--- src/sv/tea_pkg.sv ---
// Shared types, constants and round functions for the TEA block cipher.
// No dependencies.
`default_nettype none

package tea_pkg;

  localparam int unsigned WORD_W          = 32;
  localparam int unsigned ROUND_COUNT_DEF = 16;
  localparam int unsigned CFG_INDEX_W     = 4;
  localparam logic [WORD_W-1:0] DELTA     = 32'h9e37_79b9;

  typedef enum logic [CFG_INDEX_W-1:0] {
    REG_KEY_A = 4'd0,
    REG_KEY_B = 4'd1,
    REG_KEY_C = 4'd2,
    REG_KEY_D = 4'd3
  } cfg_reg_t;

  typedef struct packed {
    logic [WORD_W-1:0] a;
    logic [WORD_W-1:0] b;
    logic [WORD_W-1:0] c;
    logic [WORD_W-1:0] d;
  } key_t;

  // delta * k mod 2^32, used at elaboration only
  function automatic logic [WORD_W-1:0] round_sum(input int unsigned k);
    logic [63:0] prod;
    prod = 64'(DELTA) * 64'(k);
    return prod[WORD_W-1:0];
  endfunction

  function automatic logic [WORD_W-1:0] mix_half(input logic [WORD_W-1:0] h,
                                                 input logic [WORD_W-1:0] sum,
                                                 input logic [WORD_W-1:0] ka,
                                                 input logic [WORD_W-1:0] kb);
    return ((h << 4) + ka) ^ (h + sum) ^ ((h >> 5) + kb);
  endfunction

endpackage

`default_nettype wire

--- src/sv/tea_half_stage.sv ---
// One pipeline stage: a single TEA half-round, encrypt or decrypt per item.
// Depends on tea_pkg.
`default_nettype none

module tea_half_stage #(
  parameter int unsigned ROUND_COUNT = tea_pkg::ROUND_COUNT_DEF,
  parameter int unsigned IDX         = 0
) (
  input  wire logic                        clk,
  input  wire logic                        rst,
  input  wire tea_pkg::key_t               key,
  input  wire logic                        in_valid,
  output logic                             in_ready,
  input  wire logic                        in_mode,
  input  wire logic [tea_pkg::WORD_W-1:0]  in_y,
  input  wire logic [tea_pkg::WORD_W-1:0]  in_z,
  output logic                             out_valid,
  input  wire logic                        out_ready,
  output logic                             out_mode,
  output logic [tea_pkg::WORD_W-1:0]       out_y,
  output logic [tea_pkg::WORD_W-1:0]       out_z
);

  localparam int unsigned ROUND = IDX / 2;
  localparam logic        ODD   = 1'((IDX % 2) == 1);
  localparam logic [tea_pkg::WORD_W-1:0] ENC_SUM = tea_pkg::round_sum(ROUND + 1);
  localparam logic [tea_pkg::WORD_W-1:0] DEC_SUM = tea_pkg::round_sum(ROUND_COUNT - ROUND);

  logic                       upd_y;
  logic [tea_pkg::WORD_W-1:0] src, dst, ka, kb, sum, mix, res;
  logic [tea_pkg::WORD_W-1:0] y_next, z_next;

  // encrypt: even half updates y, odd updates z; decrypt the reverse
  always_comb begin
    upd_y  = in_mode ^ ~ODD;
    src    = upd_y ? in_z  : in_y;
    dst    = upd_y ? in_y  : in_z;
    ka     = upd_y ? key.a : key.c;
    kb     = upd_y ? key.b : key.d;
    sum    = in_mode ? DEC_SUM : ENC_SUM;
    mix    = tea_pkg::mix_half(src, sum, ka, kb);
    res    = in_mode ? (dst - mix) : (dst + mix);
    y_next = upd_y ? res  : in_y;
    z_next = upd_y ? in_z : res;
  end

  assign in_ready = ~out_valid | out_ready;

  always_ff @(posedge clk) begin
    if (rst) begin
      out_valid <= 1'b0;
    end else if (in_ready) begin
      out_valid <= in_valid;
    end
  end

  always_ff @(posedge clk) begin
    if (in_ready && in_valid) begin
      out_mode <= in_mode;
      out_y    <= y_next;
      out_z    <= z_next;
    end
  end

endmodule

`default_nettype wire

--- config.mk ---
export PLATFORM = sky130hd
export DESIGN_NAME = tea_half_stage
export DESIGN_NICKNAME = d
export VERILOG_FILES = /design/src/sv/tea_pkg.sv /design/src/sv/tea_half_stage.sv
export SDC_FILE = /design/constraint.sdc
export NUM_CORES = 1
export LEC_CHECK = 0
export BUFFER_PORTS_ARGS = -buffer_cell sky130_fd_sc_hd__buf_2
export CELL_PAD_IN_SITES_DETAIL_PLACEMENT = 1
export CELL_PAD_IN_SITES_GLOBAL_PLACEMENT = 2
export CORE_ASPECT_RATIO = 2
export CORE_MARGIN = 5
export CORE_UTILIZATION = 33
export CTS_CLUSTER_DIAMETER = 100
export DETAILED_ROUTE_END_ITERATION = 8
export GPL_TIMING_DRIVEN = 0
export MAX_ROUTING_LAYER = met4
export PLACE_DENSITY_LB_ADDON = 0.1
export SYNTH_ARGS = -nofsm -noshare
export SYNTH_HDL_FRONTEND = slang
export SYNTH_SLANG_ARGS = --single-unit
--- constraint.sdc ---
create_clock -name clk -period 11.8 [get_ports clk]
set_clock_uncertainty 0.1 [all_clocks]
set_input_delay 1.18 -clock clk [delete_from_list [all_inputs] [get_ports clk]]
set_output_delay 1.18 -clock clk [all_outputs]
set_load 0.1 [all_outputs]
-- Word-level counts from Yosys, hierarchy flattened
Cells that the tools add are included.
- flip-flop bits (word level): 66
- bits in latches: 0
- memory bits (writable): 0
- memory bits (read-only): 0
- input bits: 197
- output and inout bits: 67
- logic and storage cells: 22
- memories: 0
- add/subtract/negate cells: 5
- $mul: 0
- div/mod/pow operators: 0
- $lt $le $gt $ge: 0
- eq/ne operators: 0
- shift-type cells: 0
- muxes and demuxes: 8
- bitwise logic cells: 4
- reductions and logical operators: 1
- operator list (kind ; number):
    2-to-1 mux 32 bit ; 7
    adder 32 bit ; 3
    bitwise XOR 32 bit ; 2
    adder 27 x 32 -> 32 bit ; 1
    subtractor 32 bit ; 1
    2-to-1 mux 31 bit ; 1
    logical AND 1 bit ; 1
    inverter 1 bit ; 1
    bitwise OR 1 bit ; 1

-- Logic depth before layout (Yosys ltp)
- depth after elaboration: 7
- mapped depth: 35
- gate-level depth less buffers: 28

-- Least setup slack after synthesis
OpenSTA, ideal clock, no wires.
- path type: input -> register
- start point: in in_mode
- end point: reg out_z[29] (netlist name) (data pin)
- setup time: 260 ps
- arrival time: 8312 ps
- data required time: 11440 ps
- slack: 3128 ps
- cell stages on the path: 32
- path buffers: 8
- cells stage by stage: buf_6 -> buf_6 -> buf_6 -> buf_6 -> buf_2 -> buf_1 -> clkbuf_1 -> clkbuf_1 -> mux2_2 -> ha_1 -> fa_1 -> a211oi_1 -> o21ai_0 -> o21ai_0 -> xnor3_1 -> nor4b_4 -> nand4_2 -> or4_4 -> o21ai_0 -> xor2_1 -> ha_1 -> a21o_1 -> a21o_1 -> a2111oi_0 -> nor4_1 -> a211oi_1 -> a31oi_1 -> nor2_1 -> o21bai_1 -> a21oi_1 -> xnor2_1 -> mux2_2
- word-level cells in the longest chain between the ends: 7
- elaborated cells on any way between the ends: 14
- classes of those cells: add/sub: 5; mux: 7; bitwise: 2
- RTL lines (what ; RTL line ; source):
    start: declaration ; tea_half_stage.sv:14 ; input wire logic in_mode,
    2-to-1 mux 32 bit (tied with other cells) ; tea_half_stage.sv:38 ; ka = upd_y ? key.a : key.c;
    adder 32 bit ; tea_pkg.sv:37 ; return ((h << 4) + ka) ^ (h + sum) ^ ((h >> 5) + kb);
    bitwise XOR 32 bit (2 in series) ; tea_pkg.sv:37 ;
    adder 32 bit / subtractor 32 bit (equally long branches) ; tea_half_stage.sv:42 ; res = in_mode ? (dst - mix) : (dst + mix);
    2-to-1 mux 32 bit ; tea_half_stage.sv:42 ;
    2-to-1 mux 32 bit (*) ; tea_half_stage.sv:44 ; z_next = upd_y ? in_z : res;
    named net z_next, one bit ; tea_half_stage.sv:31 ; logic [tea_pkg::WORD_W-1:0] y_next, z_next;
    end signal: assignment ; tea_half_stage.sv:61 ; out_z <= z_next;
    end: declaration ; tea_half_stage.sv:21 ; output logic [tea_pkg::WORD_W-1:0] out_z
The timed path passes the listed nets; every way through them passes the cells marked *.
A chain may end at the register's enable or synchronous reset.

-- Final worst setup path
- start point: in in_mode
- end point: reg out_y[31] (netlist name) (data pin)
- word-level cells in the longest chain between the ends: 7
- elaborated cells on any way between the ends: 14
- classes of those cells: add/sub: 5; mux: 7; bitwise: 2
- RTL lines (what ; RTL line ; source):
    2-to-1 mux 32 bit (tied with other cells) ; tea_half_stage.sv:38 ;
    adder 32 bit ; tea_pkg.sv:37 ;
    bitwise XOR 32 bit (2 in series) ; tea_pkg.sv:37 ;
    adder 32 bit / subtractor 32 bit (equally long branches) ; tea_half_stage.sv:42 ;
    2-to-1 mux 32 bit ; tea_half_stage.sv:42 ;
    2-to-1 mux 32 bit (*) ; tea_half_stage.sv:43 ; y_next = upd_y ? res : in_y;
    named net y_next, one bit ; tea_half_stage.sv:31 ;
    end signal: assignment ; tea_half_stage.sv:60 ; out_y <= y_next;
    end: declaration ; tea_half_stage.sv:20 ; output logic [tea_pkg::WORD_W-1:0] out_y,
Marks and branches as above.

==> metrics <==
count of final hold-check violations=0; Cells after Synth=about 1400; crit path kind=primary input to register; met2 usage=55.68%; DRT Pass-1 Iters=5; register area share after synthesis=about 17%; Iteration-0 DRC Markers=~410; Post-CTS Hold Buffers=0; Wirelength per Cell=25.59 um; Cell Area, Synth=0.01138 mm^2; CTS Buffer Depth=2; internal power=1.485 mW; share of cells above drive strength 1=roughly 27%; Post-synth EDFFs=65; static leakage=6.014 nW; status=finished, final reports clean; share of power burned in registers=12.1%; synthesized net count=1650; Via density=between 5 and 6; Cell Rows=96; area grow syn2layout=19.74%; vias in the first global route=between 10000 and 15000; first-pass GRT wire length=76.95 mm; Placed Cells=2063; post-route cell area=0.01363 mm^2; post-CTS sizing=0; die height=between 200 and 300 um; postcts setup bufs=0; Fmax=~0.09 GHz; Initial Util=33.26%; remaining antenna violation count=0; Chip Width=141.3 um; input/output buffers=263; insertion delay to the later sink of the worst-skew pair=between 300 and 400 ps; grt total ovfl=0; count of final setup violators=0; hpwl dp=approximately 46 mm; Hold WS=430.6 ps; io pins=264; CP Max Fanout=13; max_cap viols=0; Vias=approximately 12000; CTS sink count=66; Max-slew headroom=15.28%; Final WS setup=521.4 ps; core box area=about 0.034 mm^2; Cell Pwr Density=255.9 mW/mm^2; setup TNS=0 ps; Synth Area per Inst=8.383 um^2; global-route layer with the greatest usage=met2; Sw Ratio=57.42%; met3 Resource Use GR=3.047%; largest net degree at the start of global routing=66; Non-Filler Instances=2080; total wire length=53.23 mm; Num CTS Buffers=9; clk slew on worst S/H paths=approximately 60 ps; number of nets in the layout=1925; initial antenna violation count=1; ranking of synthesized cells by area=edfxtp_1 (17%), ha_1 (10%), mux2_2 (10%); share of the synthesized area in the top cell type=17.14%; CP required=11770 ps; Root Driver=clkbuf_16; slowest CP cell=clkbuf_1; count of pins over their slew limit=0; Synth cell types=90; Synth Register Bits=66; main flop type after synthesis=edfxtp_1; power share of the clock group=9.9%; min-delay worst type=register to register; Startpoint Class=primary input; htree depth=3; TritonCTS clock tree=done; Ys Warns=0; CP bufs+invs=9; minimum clock period=11280 ps; total global-route track usage=27.57%; routability-driven placement congestion ratio=0.9461; period utilization=95.58%; Crit. End Element=register; post-place setup slack=266.9 ps; peak supply drop=0.1854 mV; cell family with most CP delay=buffers and inverters; unrepaired setup endpoints after global routing=false; DP Area=0.01326 mm^2; critical path's largest stage delay=870 ps; Synth area leader=edfxtp_1; # DRC=0; actual slew at the worst max-slew pin=1258 ps; met1 Resource Use GR=23.58%; combinational power share=between 70% and 80%; FFs w/ async S/R, synth=0%; Sw Pwr=2.003 mW; crit path DAT=11250 ps; Die Footprint=0.03854 mm^2
==> cell type report <==
type                       instances  area, um^2
tap                              441       551.8
sequential                        66        1972
clock inverter                     6       137.6
antenna                            1       2.502
clock buffer                      10       229.0
inverter                          45       168.9
multi-input combinational       1199        9015
fill                            4235       20600
buffer                            48       231.5
timing repair buffer             264        1324
==> worst paths after layout <==
check	startpoint	to	slack, ps	depth (start not counted)
max	in_mode	out_y[31]	520	33
max reg2reg	out_valid	out_y[5]	10100	2
min	out_valid	out_valid	430	2
min reg2reg	out_valid	out_valid	430	2
==> worst min-delay path: stages, from the launching register on <==
cell,delay (ps)
dfxtp_1,310
nand2b_1,110
a21oi_1,70
==> through the flow <==
stage	utilization [%]	total power, mW
3_5_place_dp	38.74	3.148
6_report	39.82	3.488
3_3_place_gp	38.71	3.129
5_1_grt	39.82	3.703
2_1_floorplan	-	2.499
4_1_cts	39.81	3.512
==> layer usage <==
| metal | routed length [um] | up-vias | part of all wire [%] |
|---|---|---|---|
| met5 | 0 | - | 0 |
| li1 | - | 5587 | - |
| met1 | 17250 | 5620 | 32 |
| met2 | 30700 | 306 | 58 |
| met4 | 3759 | 0 | 7.1 |
| met3 | 1515 | 131 | 2.8 |
==> cell usage after synthesis, types with 10 or more instances <==
library cell / n
o211ai_1: 16
mux2i_1: 11
inv_1: 45
o21bai_1: 13
or2_2: 12
a31oi_1: 22
xor2_1: 53
and2_1: 11
nand2_1: 150
ha_1: 92
and3_1: 17
nor2b_1: 11
nand2b_1: 14
a21o_1: 40
a211oi_1: 15
o21ai_0: 85
nand4_1: 10
xnor2_1: 123
edfxtp_1: 65
mux2_2: 101
o21a_1: 12
nor3_1: 21
nor2_1: 80
a21oi_1: 107
clkbuf_1: 32
nand3_1: 34
==> cell usage in the layout (no fill, tap or decap), types with 7 or more instances in the layout <==
master,synthesis,layout
a31oi_1,22,22
a211oi_1,15,15
nand4_1,10,10
xnor3_1,9,9
or2_2,12,12
edfxtp_1,65,65
nor3_1,21,21
o211ai_1,16,16
buf_2,4,267
mux2i_1,11,11
a21bo_2,7,7
a21o_1,40,40
o21ai_0,85,85
clkbuf_1,32,33
nor2b_1,11,11
nor4_1,7,7
nor2_1,80,80
mux2_2,101,101
and2_1,11,10
a41oi_1,7,7
inv_1,45,45
nand2_1,150,150
xnor2_1,123,123
ha_1,92,92
a21oi_1,107,107
clkbuf_16,0,9
nand2b_1,14,14
nand3_1,34,34
and3_1,17,17
o21bai_1,13,13
xor2_1,53,53
o21a_1,12,12
==> registers in the layout, indices dropped and copies added (netlist names) <==
| register | cells |
|---|---|
| out_y | 32 |
| out_z | 32 |
| out_valid | 1 |
| out_mode | 1 |
==> power by group through the flow <==
| stage | Sequential, mW | Clock, mW | Combinational (mW) |
|---|---|---|---|
| 2_1_floorplan | 1.05 | 0 | 1.45 |
| 3_3_place_gp | 0.426 | 0 | 2.70 |
| 3_5_place_dp | 0.427 | 0 | 2.72 |
| 4_1_cts | 0.424 | 0.350 | 2.74 |
| 5_1_grt | 0.429 | 0.365 | 2.91 |
| 6_report | 0.422 | 0.344 | 2.72 |
==> logic make-up after synthesis <==
group,Yosys count,synth area share (%)
simple gates,405,18.02
compound gates,393,22.76
xor+xnor,192,16.52
mux,114,11.22
fa+ha+maj,95,10.64
buf+inv,93,3.517
flops,66,17.32
Power figures use the tool's default switching activity.
