### src/sv/tea_pkg.sv
// Shared types, constants and round functions for the TEA block cipher.
// No dependencies.
`default_nettype none

package tea_pkg;

  localparam int unsigned WORD_W          = 32;
  localparam int unsigned ROUND_COUNT_DEF = 16;
  localparam int unsigned CFG_INDEX_W     = 4;
  localparam logic [WORD_W-1:0] DELTA     = 32'h9e37_79b9;

  typedef enum logic [CFG_INDEX_W-1:0] {
    REG_KEY_A = 4'd0,
    REG_KEY_B = 4'd1,
    REG_KEY_C = 4'd2,
    REG_KEY_D = 4'd3
  } cfg_reg_t;

  typedef struct packed {
    logic [WORD_W-1:0] a;
    logic [WORD_W-1:0] b;
    logic [WORD_W-1:0] c;
    logic [WORD_W-1:0] d;
  } key_t;

  // delta * k mod 2^32, used at elaboration only
  function automatic logic [WORD_W-1:0] round_sum(input int unsigned k);
    logic [63:0] prod;
    prod = 64'(DELTA) * 64'(k);
    return prod[WORD_W-1:0];
  endfunction

  function automatic logic [WORD_W-1:0] mix_half(input logic [WORD_W-1:0] h,
                                                 input logic [WORD_W-1:0] sum,
                                                 input logic [WORD_W-1:0] ka,
                                                 input logic [WORD_W-1:0] kb);
    return ((h << 4) + ka) ^ (h + sum) ^ ((h >> 5) + kb);
  endfunction

endpackage

`default_nettype wire

### src/sv/tea_key_regs.sv
// Key register file written through the configuration channel.
// Depends on tea_pkg.
`default_nettype none

module tea_key_regs (
  input  wire logic                             clk,
  input  wire logic                             rst,
  input  wire logic                             cfg_valid,
  output logic                                  cfg_ready,
  input  wire logic [tea_pkg::CFG_INDEX_W-1:0]  cfg_index,
  input  wire logic [tea_pkg::WORD_W-1:0]       cfg_data,
  output tea_pkg::key_t                         key
);

  tea_pkg::key_t key_next;

  assign cfg_ready = 1'b1;

  always_comb begin
    key_next = key;
    if (cfg_valid) begin
      case (cfg_index)
        tea_pkg::REG_KEY_A: key_next.a = cfg_data;
        tea_pkg::REG_KEY_B: key_next.b = cfg_data;
        tea_pkg::REG_KEY_C: key_next.c = cfg_data;
        tea_pkg::REG_KEY_D: key_next.d = cfg_data;
        default:            key_next   = key;
      endcase
    end
  end

  always_ff @(posedge clk) begin
    if (rst) begin
      key <= '0;
    end else begin
      key <= key_next;
    end
  end

endmodule

`default_nettype wire

### config.mk
export PLATFORM = sky130hd
export DESIGN_NAME = tea_key_regs
export DESIGN_NICKNAME = d
export VERILOG_FILES = /design/src/sv/tea_pkg.sv /design/src/sv/tea_key_regs.sv
export SDC_FILE = /design/constraint.sdc
export NUM_CORES = 1
export LEC_CHECK = 0
export BUFFER_PORTS_ARGS = -buffer_cell sky130_fd_sc_hd__buf_2
export CELL_PAD_IN_SITES_DETAIL_PLACEMENT = 0
export CELL_PAD_IN_SITES_GLOBAL_PLACEMENT = 2
export CORE_UTILIZATION = 28
export DETAILED_ROUTE_END_ITERATION = 10
export GPL_TIMING_DRIVEN = 0
export PLACE_DENSITY_LB_ADDON = 0.15
export SYNTH_ARGS = -nofsm -noshare
export SYNTH_HDL_FRONTEND = slang
export SYNTH_SLANG_ARGS = --single-unit
export TNS_END_PERCENT = 50
### constraint.sdc
create_clock -name clk -period 1.3 [get_ports clk]
set_input_delay 0.39 -clock clk [delete_from_list [all_inputs] [get_ports clk]]
set_output_delay 0.39 -clock clk [all_outputs]
set_load 0.01 [all_outputs]
Yosys cells after proc, flatten, opt, wreduce, memory -nomap -nowiden
Cells that the tools add are included.

Shift-type cells: 0. Order comparisons: 0. Muxes and demuxes: 0. Eq/ne operators: 3. Multipliers: 0. $add $sub $neg: 0. Reductions and logical operators: 5. Div/mod/pow operators: 0. Bitwise gates (word level): 0.

Operators by type and width (count): 4-bit by 2-bit equality test with 1-bit output (second input constant) (2); 2-bit AND reduction (4); 4-bit by 1-bit equality test with 1-bit output (second input constant) (1); 4-bit zero test (1).

Output and inout port bits: 129. Flip-flop bits (word level): 128. Memories: 0. Memory bits (writable): 0. Latch bits: 0. Logic and storage cells: 12. Bits in read-only memories: 0. Input bits: 39.

Depth between registers and ports, before layout
Gate-level depths: netlist of the first run.

Depth after elaboration: 2. Mapped depth: 5.

Least setup slack after synthesis of the first run
OpenSTA, ideal clock, no wires.

Path kind: input port to flip-flop. Start point: input cfg_index[0] (netlist bit). End point: register key[100] (netlist bit). Data required time: 1.228 ns. Stages: 5. Slack: -0.056 ns. Data arrival time: 1.285 ns. Cells stage by stage: nor4b_4 and2b_1 buf_6 buf_12 mux2i_1.

Word-level cells in the longest chain between the ends: 2.

Ends and longest elaborated chain: start, declared (RTL line tea_key_regs.sv:10) `input wire logic [tea_pkg::CFG_INDEX_W-1:0] cfg_index,`; 4-bit zero test (RTL line tea_key_regs.sv:22) `case (cfg_index)`; 2-bit AND reduction (no source line); end signal, assigned (RTL line tea_key_regs.sv:36) `key <= key_next;`; end, declared (RTL line tea_key_regs.sv:12) `output tea_pkg::key_t key`.

Every way passes these cells. A chain may end at the register's enable or synchronous reset.

Final worst setup path of the first run
Start point: register key[116] (netlist bit). End point: output key[116] (netlist bit).

No word-level cell between the ends.

==> results of run 1 <==
layer usage:
| layer | part of all wire | vias up | GRT usage |
|---|---|---|---|
| li1 | - | 1892 | - |
| met2 | 0.48 | 104 | 0.2556 |
| met4 | 0.013 | 2 | 0.05861 |
| met1 | 0.44 | 1845 | 0.1979 |
| met5 | 0.00068 | - | 0 |
| met3 | 0.065 | 17 | 0.05629 |
cell families (layout without fill, tap and decap cells):
group,count (synthesis),count (layout),synth area share
AND/OR/NAND/NOR,168,168,0.2098
multiplexers,128,128,0.2504
flip-flops,128,128,0.5007
buffers and inverters,32,232,0.03839
other,1,1,0.0007328
power groups by stage:
stage | registers [mW] | clock network, mW | logic (mW)
final | 4.01 | 5.01 | 0.525
after global placement | 4.09 | 0 | 0.515
after global routing | 4.02 | 5.31 | 0.577
after detailed placement | 4.09 | 0 | 0.520
after floorplan | 4.11 | 0 | 0.271
after CTS | 4.00 | 5.14 | 0.526
final timing paths:
kind,endpoint,depth (start not counted)
min,key[64],3
max reg2reg,key[30],3
max,key[116],1
min reg2reg,key[103],2
layout by cell type, fill, tap and decap left out, types with 3 or more instances in the layout:
master,count
buf_4,7
buf_6,35
clkbuf_16,17
nand2b_1,161
mux2i_1,128
dfxtp_1,22
bufinv_16,4
clkinv_2,3
dfxtp_2,106
clkbuf_1,17
buf_2,139
area by class of cell:
cell class	count	area [um^2]
flip-flops and latches	128	2695
plain buffers	32	198.9
fillers	1824	10750
well taps	229	286.5
clock inverters	10	158.9
clock buffers	22	464.2
multi-input cells	297	2359
repair buffers	168	1050
synthesized netlist by cell type:
| master | n |
|---|---|
| buf_6 | 4 |
| conb_1 | 1 |
| buf_2 | 8 |
| nor4b_4 | 1 |
| buf_12 | 2 |
| buf_4 | 1 |
| nand2b_1 | 161 |
| nand2_2 | 1 |
| nand4_1 | 1 |
| nand4b_1 | 1 |
| nor2_1 | 1 |
| dfxtp_1 | 128 |
| and4b_1 | 1 |
| mux2i_1 | 128 |
| and2b_1 | 1 |
| clkbuf_1 | 17 |
timing repair:
item	CTS	global route
pin swaps	0	2
setup buffers	0	3
hold buffers	0	0
gates resized for setup	35	113
endpoints found under the setup margin	35	139
==> summary.md, run 1 <==
| Metric | Value |
|---|---|
| Status | complete, no violations |
| NetSw | approximately 2.0 mW |
| Lkg Pwr | around 3.6 nW |
| Synth Register Bits | 128 |
| Post-Synthesis Cells | about 460 |
| Avg WL per Cell | ~16 um |
| Setup violators final | 0 |
| Die W | 137.2 um |
| # placed instances | between 800 and 900 |
| Via Count | 3860 |
| Critical path endpoint category | output port |
| Critical-path maximum fanout | 2 |
| Dpl ws | -0.4092 ns |
| CTS Root Buffer Type | clkbuf_16 |
| R2R Path Start | key[30] |
| Critical Path Start Type | flip-flop |
| Period Utilization, post-route | 0.9759 |
| Grt ovf | 0 |
| Via density | approximately 4.4 |
| First-pass DRT Iterations | 6 |
| Worst Path Buf+Inv | 1 |
| Worst setup margin | approximately 0.031 ns |
| Vias in the first global route | ~3900 |
| Finished Layout Cells | just under 900 |
| CP max-delay cell | dfxtp_1 |
| Max-slew violation count | 0 |
| Worst EP required | around 0.9 ns |
| H-Tree Depth | 4 |
| Post-DP Area | ~6200 um^2 |
| Register share of total power | 0.420 |
| Syn_nets | just under 500 |
| Sequential element share of the synthesized area | 0.5007 |
| CP Class | reg -> out |
| Cell area after synthesis | 5117 um^2 |
| Top cells by area, synth | dfxtp_1, mux2i_1, nand2b_1 |
| IO Port Bufs | between 150 and 200 |
| Regs by FF count | key: 128 flops |
| Worst skew pair latency | around 0.41 ns |
| First-pass GRT wire length | 21.86 mm |
| Yosys top cell area share | 0.5007 |
| Max-capacitance violation count | 0 |
| Critical path's top delay family | flip-flops |
| Total design power | about 9.5 mW |
| Worst slew pin tran | between 0.5 and 0.6 ns |
| Layout cells sized above 1 | 0.4901 |
| Rel. slew slack | 0.6274 |
| CTS tree | yes |
| Synthesis-to-layout area growth | 40.93% |
| Row count | ~50 |
| Design area | between 7000 and 8000 um^2 |
| IO Pins | roughly 170 |
| Final setup TNS | 0 ns |
| Worst hold path class | in -> reg |
| Routed WL | 14.61 mm |
| Clock-pin transition on the worst setup and hold timing paths | ~0.06 ns |
| Drt drc | 0 |
| Worst Skew | 0 ns |
| CP arrival | 0.88 ns |
| Post-synthesis cell type count | 16 |
| Crit path from | key[116] |
| Die height | around 140 um |
| Max FFs per register | 128 |
| VDD IR max | around 0.85 mV |
| Clock Power Share | 0.525 |
| Antenna violations before repair | 2 |
| Initial Util | 0.2849 |
| GRT Overall Usage | 0.1601 |
| Ant. Diodes | 0 |
| Largest net degree at the start of global routing | 17 |
| Nets | just under 700 |
| Tmin final | approximately 1.3 ns |
| CTS Buf Count | 17 |
| Peak Freq | 788.3 MHz |
| Ys Warns | 0 |
| CTS Sinks | about 130 |
| RSZ-0062 raised after global routing | true |
| Comb power frac | 0.055 |
| Cell Pwr Density | approximately 1300 nW/um^2 |
| Cell-internal power | 7.535 mW |
| Routed Antenna Nets | 0 |
| Iteration-0 DRC Markers | 127 |
| Final hold vios | 0 |
| Core box area | between 15000 and 20000 um^2 |
| Clock buffer depth | 2 |
| CP Cell Sequence | buf_2 |
| Final Wtd Congestion | 0.6856 |
| Area leader, netlist | dfxtp_1 |
| R2R setup slack | roughly 0.6 ns |
| Largest register by flop count | key |
| CP max stage delay | about 0.33 ns |
| Synth Area per Inst | between 10 and 15 um^2 |
| Final HPWL DP | approximately 10 mm |
| Core Util, Final | 0.4015 |
| Die area | about 19000 um^2 |
| Hold WS | about 0.32 ns |
| Hold wc startpoint | cfg_data[0] |
| Switch share | 0.2107 |
Note: power is estimated with default switching activity, not from simulation.
==> run 2: changes to the inputs <==
--- a/config.mk
+++ b/config.mk
@@ -12,6 +12,8 @@
 export DETAILED_ROUTE_END_ITERATION = 10
 export GPL_TIMING_DRIVEN = 0
 export PLACE_DENSITY_LB_ADDON = 0.15
+export SETUP_SLACK_MARGIN = 0.3
+export SKIP_LAST_GASP = 1
 export SYNTH_ARGS = -nofsm -noshare
 export SYNTH_HDL_FRONTEND = slang
 export SYNTH_SLANG_ARGS = --single-unit
==> run 2 against run 1 <==
Net effect:
- clock skew is the same
- clock power shrank 11%
- register-to-register slack lost 0.13 ns
- power shrank 4.5%
- first-iteration DRC count shrank 28%
==> summary.md, run 2 (synthesis gave the netlist of run 1 again) <==
| Metric | Value |
|---|---|
| Hold WS | 0.3181 ns |
| CTS tree | yes |
| Die area | between 15000 and 20000 um^2 |
| Routed WL | ~15 mm |
| Rel. slew slack | 0.6409 |
| First-pass DRT Iterations | 4 |
| Commonest cells after routing, fill and taps aside | nand2b_1, buf_6, mux2i_1, dfxtp_2, buf_4 |
| H-Tree Depth | 4 |
| GRT Overall Usage | 0.1639 |
| IO Pins | ~170 |
| Drt drc | 0 |
| R2R Path Start | key[46] |
| Worst EP required | 0.91 ns |
| Hold path endpoint | key[63] |
| Core box area | between 15000 and 20000 um^2 |
| Max-slew violation count | 0 |
| Reg-to-Reg End | key[46] |
| Worst Skew | 0 ns |
| Final HPWL DP | 10.52 mm |
| Tmin final | between 1 and 1.5 ns |
| FF-to-FF path depth | 4 |
| Grt ovf | 0 |
| CTS Root Buffer Type | clkbuf_16 |
| Layout cells sized above 1 | 0.5615 |
| Max-capacitance violation count | 0 |
| Avg WL per Cell | 16.45 um |
| Crit path from | key[38] |
| Period Utilization, post-route | 0.9673 |
| IO Port Bufs | ~170 |
| Lkg Pwr | about 4 nW |
| Largest net degree at the start of global routing | 17 |
| Critical Path Start Type | flip-flop |
| CP arrival | 0.87 ns |
| Critical path's top delay family | flip-flops |
| Critical-path maximum fanout | 2 |
| First-pass GRT wire length | ~23 mm |
| Worst slew pin tran | approximately 0.54 ns |
| CP max stage delay | about 0.35 ns |
| WHS Path Cells | 3 |
| Cell Pwr Density | approximately 1100 nW/um^2 |
| Peak Freq | roughly 800 MHz |
| Routed Antenna Nets | 0 |
| CP Cell Sequence | buf_6 |
| CTS Buf Count | 17 |
| Via Count | roughly 4000 |
| Critical path endpoint category | output port |
| Final hold vios | 0 |
| Die W | approximately 140 um |
| Ant. Diodes | 0 |
| Iteration-0 DRC Markers | 91 |
| VDD IR max | ~0.97 mV |
| Synthesis-to-layout area growth | 61.30% |
| Worst skew pair latency | 0.41 ns |
| Status | complete, no violations |
| CP max-delay cell | dfxtp_2 |
| Core Util, Final | 0.4595 |
| CTS Sinks | roughly 130 |
| Regs by FF count | key: 128 flops |
| Clock-pin transition on the worst setup and hold timing paths | 0.06 ns |
| R2R setup slack | between 0.4 and 0.5 ns |
| Max FFs per register | roughly 130 |
| Hold wc startpoint | cfg_data[31] |
| Final Wtd Congestion | 0.7235 |
| Row count | 49 |
| Setup violators final | 0 |
| Nets | around 730 |
| Worst hold path class | in -> reg |
| Initial Util | 0.2849 |
| Antenna violations before repair | 0 |
| Clock buffer depth | 2 |
| Vias in the first global route | slightly above 4000 |
| Via density | 4.259 |
| Largest register by flop count | key |
| Die height | 137.2 um |
| Leading cell type in the layout, fill and taps excluded | nand2b_1 |
| CP Class | reg -> out |
| RSZ-0062 raised after global routing | true |
| Worst Path Buf+Inv | 1 |
[run 2: changes by cell type in the layout (fill, tap and decap cells not counted), sizes merged]
cell	previous run	this run
buf	184	232
bufinv	4	1
clkbuf	38	40
clkinvlp	2	5
[run 2: worst max path at each step]
stage          endpoint  slack, ns  cells past startpoint
2_1_floorplan  key[100]      -0.06                      5
3_3_place_gp    key[30]      -0.31                      5
3_5_place_dp    key[21]      -0.35                      5
4_1_cts         key[38]       0.03                      1
5_1_grt        key[113]       0.01                      1
6_report        key[38]       0.04                      1
[run 2: layout make-up]
class                           count  area, um^2
Sequential cell                   128        2723
Timing Repair Buffer              219        2077
Tap cell                          229       286.5
Clock inverter                     10       87.58
Multi-Input combinational cell    297        2366
Fill cell                        1722        9709
Buffer                             32       244.0
Clock buffer                       21       470.5
[run 2: worst register-to-register path, cell delays in order (launching register included)]
cell      delay [ns]
dfxtp_2         0.32
buf_4           0.13
buf_4           0.12
nand2b_1        0.06
mux2i_1         0.07
[run 2: per-stage QoR]
step	power (mW)	setup TNS (ns)	instance area [um^2]	std cells	setup slack [ns]
2_1_floorplan	4.387	-1.123	5171	457	-0.05616
3_3_place_gp	4.606	-24.80	6284	851	-0.3116
3_5_place_dp	4.616	-29.14	6284	851	-0.3537
4_1_cts	9.193	0	7833	898	0.02739
5_1_grt	9.454	0	8254	936	0.01340
6_report	9.118	0	8254	936	0.04248
[run 2: repair_timing]
action	4_1_cts	5_1_grt
pin swaps	0	1
hold buffers	0	0
endpoints found under the setup margin	230	252
buffers inserted	16	36
cloned	0	2
resized for setup	242	26
endpoints found under the hold margin	0	0
[run 2: layer usage]
layer  routed length [um]  global-route usage  vias to the layer above  part of all wire
met5                    0                   0                        -                 0
met4                  198             0.06227                        0             0.013
met3                  893             0.05482                       14             0.058
met2                 7421              0.2696                       95              0.48
met1                 6884              0.1969                     1891              0.45
li1                     -                   -                     1986                 -
[run 2: power breakdown]
group | internal, mW | switching [mW] | leakage (nW)
logic | 0.328 | 0.288 | 2.63
registers | 3.98 | 0.0371 | 1.10
clock network | 2.75 | 1.73 | 0.263
